--- src/rtl/fcsg_pkg.sv ---
`timescale 1ns / 1ps
`default_nettype none

package fcsg_pkg;

  typedef enum logic [2:0] {
    OP_WRITE  = 3'd0,
    OP_STATUS = 3'd1,
    OP_P1_CLK = 3'd2,
    OP_P2_CLK = 3'd3,
    OP_TR_CLK = 3'd4,
    OP_NS_CLK = 3'd5,
    OP_FRAME  = 3'd6
  } op_e;

  // register offsets from the sound block base
  localparam logic [4:0] REG_P1_CTRL  = 5'h00;
  localparam logic [4:0] REG_P1_LEN   = 5'h03;
  localparam logic [4:0] REG_P2_CTRL  = 5'h04;
  localparam logic [4:0] REG_P2_LEN   = 5'h07;
  localparam logic [4:0] REG_TR_LEN   = 5'h0B;
  localparam logic [4:0] REG_NS_VOL   = 5'h0C;
  localparam logic [4:0] REG_NS_MODE  = 5'h0E;
  localparam logic [4:0] REG_NS_LEN   = 5'h0F;
  localparam logic [4:0] REG_ENABLES  = 5'h15;
  localparam logic [4:0] REG_FRAME    = 5'h17;

  localparam logic [7:0] LEN_TABLE [32] = '{
    8'd10,  8'd254, 8'd20, 8'd2,  8'd40, 8'd4,  8'd80, 8'd6,
    8'd160, 8'd8,   8'd60, 8'd10, 8'd14, 8'd12, 8'd26, 8'd14,
    8'd12,  8'd16,  8'd24, 8'd18, 8'd48, 8'd20, 8'd96, 8'd22,
    8'd192, 8'd24,  8'd72, 8'd26, 8'd16, 8'd28, 8'd32, 8'd30
  };

  localparam logic [3:0] TRI_TABLE [32] = '{
    4'd8, 4'd9, 4'd10, 4'd11, 4'd12, 4'd13, 4'd14, 4'd15,
    4'd15, 4'd14, 4'd13, 4'd12, 4'd11, 4'd10, 4'd9, 4'd8,
    4'd7, 4'd6, 4'd5, 4'd4, 4'd3, 4'd2, 4'd1, 4'd0,
    4'd0, 4'd1, 4'd2, 4'd3, 4'd4, 4'd5, 4'd6, 4'd7
  };

  // bit i of each pattern is the output at step i
  localparam logic [15:0] DUTY_PAT [4] = '{16'h000C, 16'h003C, 16'h03FC, 16'hFFC3};

  localparam logic [4:0] P_VOL_RESET = 5'd15;
  localparam logic [13:0] LFSR_SEED  = 14'd1;
  localparam logic [2:0] FRAME_FIRST = 3'd1;

endpackage

`default_nettype wire

--- src/rtl/four_channel_sound_generator_core.sv ---
`timescale 1ns / 1ps
`default_nettype none

// Channel | handshake                 | payload
// --------+---------------------------+------------------------------------------
// in      | in_valid_i / in_stall_o   | op_i, reg_offset_i, wdata_i
// out     | out_valid_o / out_stall_i | status_o, pulse1_level_o, pulse2_level_o,
//         |                           | tri_level_o, noise_level_o
//
// One item per cycle sustained while out_stall_i holds no result; a result is presented
// once its item has passed the input register, loaded at the transfer edge, and then
// the result register, updated together with the channel state when no stall holds it.
// Reset (rst_ni low, asynchronous) returns every channel to its power-up state.
// While a result is stalled one more item is held in the input register; only
// then does in_stall_o rise.
module four_channel_sound_generator_core (
  input  wire                  clk_i,
  input  wire                  rst_ni,
  input  wire                  in_valid_i,
  output logic                 in_stall_o,
  input  wire  [2:0]           op_i,
  input  wire  [4:0]           reg_offset_i,
  input  wire  [7:0]           wdata_i,
  output logic                 out_valid_o,
  input  wire                  out_stall_i,
  output logic [2:0]           status_o,
  output logic [5:0]           pulse1_level_o,
  output logic [5:0]           pulse2_level_o,
  output logic [3:0]           tri_level_o,
  output logic [4:0]           noise_level_o
);
  import fcsg_pkg::*;

  // input register
  logic       in_valid_q;
  logic [2:0] op_q;
  logic [4:0] off_q;
  logic [7:0] wdata_q;

  // channel state
  logic [1:0]  p1_duty_q, p1_duty_d, p2_duty_q, p2_duty_d;
  logic [4:0]  p1_vol_q, p1_vol_d, p2_vol_q, p2_vol_d;
  logic [3:0]  p1_step_q, p1_step_d, p2_step_q, p2_step_d;
  logic [7:0]  p1_len_q, p1_len_d, p2_len_q, p2_len_d;
  logic [7:0]  tr_len_q, tr_len_d, ns_len_q, ns_len_d;
  logic [4:0]  tr_step_q, tr_step_d;
  logic [4:0]  ns_vol_q, ns_vol_d;
  logic        ns_tap_q, ns_tap_d;
  logic [3:0]  ns_rate_q, ns_rate_d;
  logic [13:0] lfsr_q, lfsr_d;
  logic [3:0]  enables_q, enables_d;
  logic        five_mode_q, five_mode_d;
  logic [2:0]  frame_step_q, frame_step_d;

  // result register
  logic       out_valid_q;
  logic [2:0] status_q, status_d;
  logic [5:0] p1_lvl_q, p1_lvl_d, p2_lvl_q, p2_lvl_d;
  logic [3:0] tr_lvl_q, tr_lvl_d;
  logic [4:0] ns_lvl_q, ns_lvl_d;

  logic        adv;
  logic        out_busy;
  logic [7:0]  len_lookup;
  logic        lfsr_fb;
  logic [13:0] lfsr_next;
  logic [3:0]  frame_sum;

  assign out_busy   = out_valid_q & out_stall_i;
  assign adv        = in_valid_q & ~out_busy;
  assign in_stall_o = in_valid_q & out_busy;

  assign len_lookup = LEN_TABLE[wdata_q[7:3]];
  assign lfsr_fb    = lfsr_q[0] ^ (ns_tap_q ? lfsr_q[6] : lfsr_q[1]);
  assign lfsr_next  = {lfsr_fb, lfsr_q[13:1]};
  assign frame_sum  = {1'b0, frame_step_q} + 4'd1;

  always_comb begin
    p1_duty_d    = p1_duty_q;
    p1_vol_d     = p1_vol_q;
    p1_step_d    = p1_step_q;
    p1_len_d     = p1_len_q;
    p2_duty_d    = p2_duty_q;
    p2_vol_d     = p2_vol_q;
    p2_step_d    = p2_step_q;
    p2_len_d     = p2_len_q;
    tr_len_d     = tr_len_q;
    tr_step_d    = tr_step_q;
    ns_vol_d     = ns_vol_q;
    ns_tap_d     = ns_tap_q;
    ns_rate_d    = ns_rate_q;
    ns_len_d     = ns_len_q;
    lfsr_d       = lfsr_q;
    enables_d    = enables_q;
    five_mode_d  = five_mode_q;
    frame_step_d = frame_step_q;
    status_d     = '0;
    p1_lvl_d     = p1_lvl_q;
    p2_lvl_d     = p2_lvl_q;
    tr_lvl_d     = tr_lvl_q;
    ns_lvl_d     = ns_lvl_q;

    unique case (op_e'(op_q))
      OP_WRITE: begin
        unique case (off_q)
          REG_P1_CTRL: begin
            p1_duty_d = wdata_q[7:6];
            p1_vol_d  = {wdata_q[5], wdata_q[3:0]};
          end
          REG_P1_LEN: begin
            p1_len_d  = len_lookup;
            p1_step_d = '0;
          end
          REG_P2_CTRL: begin
            p2_duty_d = wdata_q[7:6];
            p2_vol_d  = {wdata_q[5], wdata_q[3:0]};
          end
          REG_P2_LEN: begin
            p2_len_d  = len_lookup;
            p2_step_d = '0;
          end
          REG_TR_LEN:  tr_len_d = len_lookup;
          REG_NS_VOL:  ns_vol_d = wdata_q[4:0];
          REG_NS_MODE: begin
            ns_tap_d  = wdata_q[7];
            ns_rate_d = wdata_q[3:0];
          end
          REG_NS_LEN:  ns_len_d = len_lookup;
          REG_ENABLES: enables_d = wdata_q[3:0];
          REG_FRAME: begin
            five_mode_d  = wdata_q[7];
            frame_step_d = FRAME_FIRST;
          end
          default: ;
        endcase
      end
      OP_STATUS: status_d = {tr_len_q != '0, p2_len_q != '0, p1_len_q != '0};
      OP_P1_CLK: begin
        p1_lvl_d = '0;
        if (enables_q[0] && p1_len_q != '0) begin
          if (DUTY_PAT[p1_duty_q][p1_step_q]) p1_lvl_d = {p1_vol_q, 1'b0};
          p1_step_d = p1_step_q + 4'd1;
        end
      end
      OP_P2_CLK: begin
        p2_lvl_d = '0;
        if (enables_q[1] && p2_len_q != '0) begin
          if (DUTY_PAT[p2_duty_q][p2_step_q]) p2_lvl_d = {p2_vol_q, 1'b0};
          p2_step_d = p2_step_q + 4'd1;
        end
      end
      OP_TR_CLK: begin
        tr_lvl_d = TRI_TABLE[tr_step_q];
        if (enables_q[2] && tr_len_q != '0) tr_step_d = tr_step_q + 5'd1;
      end
      OP_NS_CLK: begin
        lfsr_d = lfsr_next;
        // sound only on a low output bit with a usable rate
        if (enables_q[3] && ns_len_q != '0 && !lfsr_next[0] && (|ns_rate_q[3:1])) begin
          ns_lvl_d = ns_vol_q;
        end else begin
          ns_lvl_d = '0;
        end
      end
      OP_FRAME: begin
        if (p1_len_q != '0) p1_len_d = p1_len_q - 8'd1;
        if (p2_len_q != '0) p2_len_d = p2_len_q - 8'd1;
        if (tr_len_q != '0) tr_len_d = tr_len_q - 8'd1;
        if (ns_len_q != '0) ns_len_d = ns_len_q - 8'd1;
        if (five_mode_q) begin
          frame_step_d = (frame_sum >= 4'd5) ? 3'(frame_sum - 4'd5) : frame_sum[2:0];
        end else begin
          frame_step_d = {1'b0, frame_sum[1:0]};
        end
      end
      default: ;
    endcase
  end

  always_ff @(posedge clk_i or negedge rst_ni) begin
    if (!rst_ni) begin
      in_valid_q <= 1'b0;
    end else if (!in_stall_o) begin
      in_valid_q <= in_valid_i;
    end
  end

  always_ff @(posedge clk_i) begin
    if (in_valid_i && !in_stall_o) begin
      op_q    <= op_i;
      off_q   <= reg_offset_i;
      wdata_q <= wdata_i;
    end
  end

  always_ff @(posedge clk_i or negedge rst_ni) begin
    if (!rst_ni) begin
      out_valid_q  <= 1'b0;
      p1_duty_q    <= '0;
      p1_vol_q     <= P_VOL_RESET;
      p1_step_q    <= '0;
      p1_len_q     <= '0;
      p2_duty_q    <= '0;
      p2_vol_q     <= P_VOL_RESET;
      p2_step_q    <= '0;
      p2_len_q     <= '0;
      tr_len_q     <= '0;
      tr_step_q    <= '0;
      ns_vol_q     <= '0;
      ns_tap_q     <= 1'b0;
      ns_rate_q    <= '0;
      ns_len_q     <= '0;
      lfsr_q       <= LFSR_SEED;
      enables_q    <= '0;
      five_mode_q  <= 1'b0;
      frame_step_q <= FRAME_FIRST;
      status_q     <= '0;
      p1_lvl_q     <= '0;
      p2_lvl_q     <= '0;
      tr_lvl_q     <= '0;
      ns_lvl_q     <= '0;
    end else begin
      if (!out_busy) out_valid_q <= in_valid_q;
      if (adv) begin
        p1_duty_q    <= p1_duty_d;
        p1_vol_q     <= p1_vol_d;
        p1_step_q    <= p1_step_d;
        p1_len_q     <= p1_len_d;
        p2_duty_q    <= p2_duty_d;
        p2_vol_q     <= p2_vol_d;
        p2_step_q    <= p2_step_d;
        p2_len_q     <= p2_len_d;
        tr_len_q     <= tr_len_d;
        tr_step_q    <= tr_step_d;
        ns_vol_q     <= ns_vol_d;
        ns_tap_q     <= ns_tap_d;
        ns_rate_q    <= ns_rate_d;
        ns_len_q     <= ns_len_d;
        lfsr_q       <= lfsr_d;
        enables_q    <= enables_d;
        five_mode_q  <= five_mode_d;
        frame_step_q <= frame_step_d;
        status_q     <= status_d;
        p1_lvl_q     <= p1_lvl_d;
        p2_lvl_q     <= p2_lvl_d;
        tr_lvl_q     <= tr_lvl_d;
        ns_lvl_q     <= ns_lvl_d;
      end
    end
  end

  assign out_valid_o    = out_valid_q;
  assign status_o       = status_q;
  assign pulse1_level_o = p1_lvl_q;
  assign pulse2_level_o = p2_lvl_q;
  assign tri_level_o    = tr_lvl_q;
  assign noise_level_o  = ns_lvl_q;

  // the noise register is an invertible shift, so it never reaches all zeros
  a_lfsr_nonzero: assert property (@(posedge clk_i) disable iff (!rst_ni)
    lfsr_q != '0) else $error("noise shift register reached zero");

  a_status_only_on_read: assert property (@(posedge clk_i) disable iff (!rst_ni)
    adv && op_q != OP_STATUS |=> status_o == '0)
    else $error("status set on a transfer that is not a read");

  a_frame_counts_down: assert property (@(posedge clk_i) disable iff (!rst_ni)
    adv && op_q == OP_FRAME && p1_len_q != '0 |=> p1_len_q == $past(p1_len_q) - 8'd1)
    else $error("pulse 1 length did not count down on a frame tick");

  a_no_advance_when_stalled: assert property (@(posedge clk_i) disable iff (!rst_ni)
    out_valid_q && out_stall_i |=> $stable(lfsr_q) && $stable(p1_len_q) && $stable(tr_step_q))
    else $error("channel state moved while the result was stalled");

endmodule

`default_nettype wire
--- config.mk ---
export PLATFORM = sky130hd
export DESIGN_NAME = four_channel_sound_generator_core
export DESIGN_NICKNAME = d
export VERILOG_FILES = /design/src/rtl/fcsg_pkg.sv /design/src/rtl/four_channel_sound_generator_core.sv
export SDC_FILE = /design/constraint.sdc
export NUM_CORES = 1
export LEC_CHECK = 0
export ABC_AREA = 1
export BUFFER_PORTS_ARGS = -buffer_cell sky130_fd_sc_hd__buf_4
export CAP_MARGIN = 20
export CORE_ASPECT_RATIO = 1.2
export CORE_MARGIN = 2
export CORE_UTILIZATION = 50
export DETAILED_ROUTE_END_ITERATION = 10
export PLACE_DENSITY = 0.68
export SYNTH_ARGS = -nofsm -noshare
export SYNTH_HDL_FRONTEND = slang
export SYNTH_SLANG_ARGS = --single-unit
--- constraint.sdc ---
create_clock -name clk_i -period 2.06 [get_ports clk_i]
set_input_delay 0.309 -clock clk_i [delete_from_list [all_inputs] [get_ports clk_i]]
set_output_delay 0.309 -clock clk_i [all_outputs]
set_load 0.01 [all_outputs]
* Yosys cells after proc, flatten, opt, wreduce, memory -nomap -nowiden
Memories as Yosys holds them, arrays and structs flattened. A register that Yosys moved wholly into a read port is not among the register bits.
Cells that the tools add are included.
** Storage, ports and cells
- Register bits :: 125
- ROM bits :: 384
- Output and inout port bits :: 26
- Memories kept :: 2
** Memories
- (name not given) :: words 32, bits a word 8, read ports 1, clocked after memory_dff 0, write ports 0, RTL line four_channel_sound_generator_core.sv:73 : assign len_lookup = LEN_TABLE[wdata_q[7:3]];
- (name not given) :: words 32, bits a word 4, read ports 1, clocked after memory_dff 1, write ports 0, RTL line four_channel_sound_generator_core.sv:153 : tr_lvl_d = TRI_TABLE[tr_step_q];
** Operators by class
- $add $sub $neg :: 7
- $lt $le $gt $ge :: 5
- Equality and inequality tests :: 24
- Multiplexer cells :: 37
- Bitwise operators :: 9
- Reduce and logical (&&, ||, !) cells :: 36
** Operators by type and width (count)
- 8-bit two-way mux :: 10
- 16-bit binary-select mux with 2-bit select :: 2
- 16-bit two-way mux :: 4
- 8-bit case mux with 2 select lines :: 4
- 8-bit nonzero test :: 4
- 8-bit by 1-bit subtractor with 8-bit output, second input constant :: 4
- 6-bit two-way mux :: 4
- 4-bit AND reduction :: 6
- 5-bit by 4-bit equality test with 1-bit output, second input constant :: 4
- 3-bit AND reduction :: 6
- 4-bit two-way mux :: 4
- 4-bit case mux with 2 select lines :: 2
- 2-bit != test, second input constant :: 6
- 5-bit NOT with 6-bit output :: 2
- 5-bit by 3-bit equality test with 1-bit output, second input constant :: 2
- 4-bit by 5-bit less-than comparator with 1-bit output, second input constant :: 2
- 3-bit equality test, second input constant :: 3
- 4-bit by 1-bit adder with 4-bit output, second input constant :: 2
- 1-bit binary-select mux with 4-bit select :: 2
- 2-bit by 1-bit != test with 1-bit output, second input constant :: 4
- 2-bit AND reduction :: 4
- 1-bit logical AND :: 7
- 3-bit by 2-bit equality test with 1-bit output, second input constant :: 2
- 3-bit greater-or-equal comparator, second input constant :: 2
- 17 further kinds :: 26

* Logic depth before layout (Yosys ltp)
- Depth in word-level cells :: 8
- Depth in mapped cells :: 10
- Depth with buffers taken out :: 10

* Worst setup path before layout
OpenSTA, ideal clock, no wires.
- Kind :: reg2reg
- From :: register wdata_q[3]
- To :: register ns_len_q[2]
- Library setup time :: 65 ps
- Arrival time :: 1483 ps
- Required time :: 1995 ps
- Setup slack :: 512 ps
- Cell stages (with the launch flop) :: 11
- Buffers on the path :: 0
- Period minus slack after synthesis :: 1548 ps
- Cell sequence :: edfxtp_1 > inv_1 > ha_1 > nand2_1 > nand2_1 > or2_2 > nand3_1 > nand2_1 > nand2_1 > nand2_1 > nand2_1
** Between the ends
- Cells in the longest elaborated chain, start to end :: 6
** Ends and longest elaborated chain
- start, declared :: RTL line four_channel_sound_generator_core.sv:38 : logic [7:0] wdata_q;
- start signal, assigned :: RTL line four_channel_sound_generator_core.sv:192 : wdata_q <= wdata_i;
- 5-bit NOT with 6-bit output (implied by the code) :: RTL line four_channel_sound_generator_core.sv:73
- memory read 32 x 8 bit
- 8-bit two-way mux (implied by the code) (2 in series) :: RTL line four_channel_sound_generator_core.sv:73
- 8-bit two-way mux :: RTL line four_channel_sound_generator_core.sv:105 : unique case (off_q)
- 8-bit case mux with 2 select lines :: RTL line four_channel_sound_generator_core.sv:103 : unique case (op_e'(op_q))
- end signal, assigned :: RTL line four_channel_sound_generator_core.sv:238 : ns_len_q <= ns_len_d;
- end, declared :: RTL line four_channel_sound_generator_core.sv:45 : logic [7:0] tr_len_q, tr_len_d, ns_len_q, ns_len_d;
Every way passes these cells. The select of a mux whose other input is x is not followed.
A chain may end at the register's enable or synchronous reset.

* Final worst setup path
- From :: register wdata_q[3]
- To :: register p2_len_q[2]
** Between the ends
- Cells in the longest elaborated chain, start to end :: 6
** Ends and longest elaborated chain
- 5-bit NOT with 6-bit output (implied by the code) :: RTL line four_channel_sound_generator_core.sv:73
- memory read 32 x 8 bit
- 8-bit two-way mux (implied by the code) (2 in series) :: RTL line four_channel_sound_generator_core.sv:73
- 8-bit two-way mux :: RTL line four_channel_sound_generator_core.sv:105
- 8-bit case mux with 2 select lines :: RTL line four_channel_sound_generator_core.sv:103
- end signal, assigned :: RTL line four_channel_sound_generator_core.sv:232 : p2_len_q <= p2_len_d;
- end, declared :: RTL line four_channel_sound_generator_core.sv:44 : logic [7:0] p1_len_q, p1_len_d, p2_len_q, p2_len_d;
Every way passes these cells. The select of a mux whose other input is x is not followed.

==> flow_summary.toml <==
[yosys]
synth_enable_flop_cells = 16
netlist_area_before_placement_sq_um = 6648
synth_area_leaders = "dfrtp_1 38%, nand2_1 19%, edfxtp_1 7.2%"
synth-adder-area-share_pct = 3.764
compound_cell_area_share_of_the_yosys_netlist_pct = 8.169
synth_largest_type_area_fraction_pct = 38.02
ys_types = 36
post_synth_and_or_nand_nor_area_fraction_pct = 31.38
post_synth.cell_area_avg_sq_um = 7.748
synthMuxAreaShare_pct = 0
synth_top_family_by_area = "simple AND/OR/NAND/NOR gates"
synth_xor_xnor_area_share_pct = 1.845
synthArstFlopShare_pct = 87.30
synth-warning-count = 0
yosys_register_bits = 126
library_cell_occupying_the_most_area_in_the_post_synthesis_netlist = "dfrtp_1"
synthFlopType = "dfrtp_1"
syn-instance-count = 858
synth-seq-area-share_pct = 48.80

[floorplanning]
floorplan.rows = 46
core-area_sq_um = 13120
die_outline_area_sq_um = 14240
die-width_um = 109.3
die_h_um = 130.3
top_level_ports = 46
starting_density_of_the_core_pct = 50.66

[worst_setup_path]
worst_path_largest_cell_delay_ns = 0.45
crit_end = "p2_len_q[2]$_DFFE_PN0P_"
critPathArrivalTime_ns = 2.20
critical_path.max_fanout = 10
setup.worst_path.start_class = "flop"
slowest_stage = "edfxtp_1"
wp_data_required_ns = 2.42
cp-startpoint = "wdata_q[3]$_DFFE_PP_"
r2r_cells = 10
cp_common_cell = "nand2_1"
rrSetupSlack_ns = 0.22
setup.worst_path.class = "reg -> reg"
cp_cell_sequence = "inv_1 > ha_1 > nand2_1 > nand2_1 > or2_2 > nand3_1 > nand2_1 > nand2_1 > nand2_1 > nand2_1"
worst_r2r_endpoint = "p2_len_q[2]$_DFFE_PN0P_"
timing.critical_path.to_type = "flop"
reg_to_reg_critical_path_startpoint = "wdata_q[3]$_DFFE_PP_"

[power_and_ir_drop]
worst_ir_drop_vdd_mv = 0.6129
power-per-cell-area_nw_per_um2 = 1046
leakage_nw = 3.936

[timing]
final_critical_path_setup_slack_ns = 0.2152
fin_crit_sh_pct = 89.55
max_clock_freq_mhz = 542.1
setup_repair_after_global_routing_missed_its_margin = "false"
number_of_setup_violations_in_the_final_report = 0
finalClockSkew_ns = 0.008492
holdWs_ns = 0.05967
min_cycle_time_layout_ns = 1.845
slew_headroom_pct = 62.61
setup-tns-final_ns = 0
slew_viol_final = 0
worst-slew-pin-transition_ns = 0.5566
number_of_endpoints_with_negative_hold_slack_in_the_final_report = 0

[detailed_routing]
vias = 5549
detail_route.first_pass.iterations = 5
drt.antenna.violating_nets = 0
drc_errors = 0
via_per_inst = 5.045
post_drt_wl_per_cell_um = 13.54
drt-initial-drc-count = 412
route.final.wire_length_um = 14900

[place]
dp_hpwl_um = 10760
dpl_worst_slack_ns = 0.2302
buffer_ports.inserted = 43
numPlacedInstances = 1067
routability_congestion_estimate = 0.9334

[clock_network]
cts_max_level = 4
max-clock-path-buffers = 2
post-cts-setup-buffers = 0
clock_insertion_delay_at_the_later_pin_of_the_skew_report_ns = 0.42
cts_buffers = 17
cts.clk_slew.worst_paths_ns = 0.06
tritoncts = "done"
cts.sinks = 126
clock_tree.root_cell = "clkbuf_16"

[global_route]
most_crowded_layer_after_global_routing = "met2"
globalRoute.totalOverflow = 0
gr-usage-met2_pct = 38.14
initial_antenna_violation_count = 0
grt_max_degree = 44
grtUsageMet1_pct = 28.97
use_met3_pct = 4.845
grt_use_total_pct = 22.83
grt_pass1_wl_um = 24970
first_global_vias = 5263

[final_layout]
layout_cells_excl_fill = 1100
drive_gt1_share_pct = 13.09
num_antenna_cells = 0
area.growth.synth_to_final_pct = 17.82
layout.nets = 959

[min_path]
timing.hold.worst.class = "in -> reg"

[flow_run]
cap_viol_max_count = 0

[status]
run_status = "finished clean"
cells by family (layout without fill, tap and decap cells):
group / after synthesis / in the layout
AOI/OAI and AO/OA: 104 / 104
xor gates and xnor gates: 14 / 14
adders and majority gates: 20 / 20
buffers and inverters: 99 / 172
DFF: 126 / 126
other: 1 / 2
and+or+nand+nor: 494 / 494
worst max-delay path, delay by kind of cell, from the launching register on:
family | cells | cell delay, ns
simple gates | 8 | 0.83
buf+inv | 1 | 0.21
fa+ha+maj | 1 | 0.28
flops | 1 | 0.45
layer usage:
metal	wire, um	up-vias
li1	-	2844
met1	6577	2543
met2	7267	133
met3	748	29
met4	303	0
met5	0	-
power breakdown:
part | leakage, nW | internal [mW] | switching (mW)
logic | 2.04 | 0.700 | 1.18
registers | 1.60 | 2.92 | 0.342
clock network | 0.288 | 1.97 | 1.08
total | 3.94 | 5.59 | 2.61
cell type report:
class | instances | area (sq um)
Clock buffer | 23 | 467.9
Sequential cell | 126 | 3244
Fill cell | 1210 | 5290
Multi-Input combinational cell | 634 | 3009
Clock inverter | 9 | 133.9
Timing Repair Buffer | 56 | 447.9
Tap cell | 168 | 210.2
Inverter | 84 | 319.1
flip-flops by register name, summed over array words and instances (netlist names), 5 cells and up:
name,flops
p1_vol_q,5
wdata_q,8
p2_vol_q,5
tr_len_q,8
lfsr_q,14
noise_level_o,5
tr_step_q,5
ns_vol_q,5
pulse1_level_o,5
p1_len_q,8
off_q,5
pulse2_level_o,5
ns_len_q,8
p2_len_q,8
synthesized netlist by cell type, types with 9 or more instances:
cell / n
a21oi_1: 10
buf_2: 9
dfrtp_1: 101
dfstp_2: 9
edfxtp_1: 16
ha_1: 20
inv_1: 73
nand2_1: 338
nand3_1: 50
nor2_1: 68
o21ai_0: 60
o21ai_1: 29
layout by cell type (no fill, tap or decap), drive strengths merged, types with 2 or more instances in the layout:
master | synthesis | final
xor2 | 7 | 7
clkinvlp | 0 | 2
o21ai | 90 | 90
nand2 | 342 | 342
a21oi | 11 | 11
nor2 | 70 | 70
nand3 | 56 | 56
buf | 12 | 55
clkinv | 4 | 6
nand4 | 7 | 7
dfstp | 9 | 9
o21bai | 2 | 2
dfrtp | 101 | 101
bufinv | 0 | 3
conb | 1 | 2
edfxtp | 16 | 16
clkbuf | 3 | 23
inv | 80 | 82
ha | 20 | 20
nand3b | 6 | 6
nor3 | 7 | 7
xnor2 | 7 | 7
or2 | 5 | 5
how the worst min path moves through the flow:
stage,endpoint,depth (start not counted),slack (ns),startpoint
3_5_place_dp,lfsr_q[9]$_DFFE_PN0P_,1,0.28,rst_ni
6_report,wdata_q[6]$_DFFE_PP_,1,0.06,wdata_i[6]
5_1_grt,wdata_q[7]$_DFFE_PP_,1,0.05,wdata_i[7]
4_1_cts,wdata_q[6]$_DFFE_PP_,1,0.04,wdata_i[6]
3_3_place_gp,lfsr_q[9]$_DFFE_PN0P_,1,0.28,rst_ni
2_1_floorplan,enables_q[0]$_DFFE_PN0P_,0,0.01,rst_ni
metrics by stage:
step	total power [mW]	utilization [%]	cell area, sq um
after floorplan	4.599	-	6651
after global placement	5.137	55.02	7221
after detailed placement	5.174	55.02	7221
after CTS	8.246	59.69	7833
after global routing	8.714	59.69	7833
final	8.193	59.69	7833
repair_timing:
action,4_1_cts,5_1_grt
gates resized for setup,0,0
hold buffers,1,0
endpoints found under the hold margin,29,0
(Power assumes the default switching activity.)
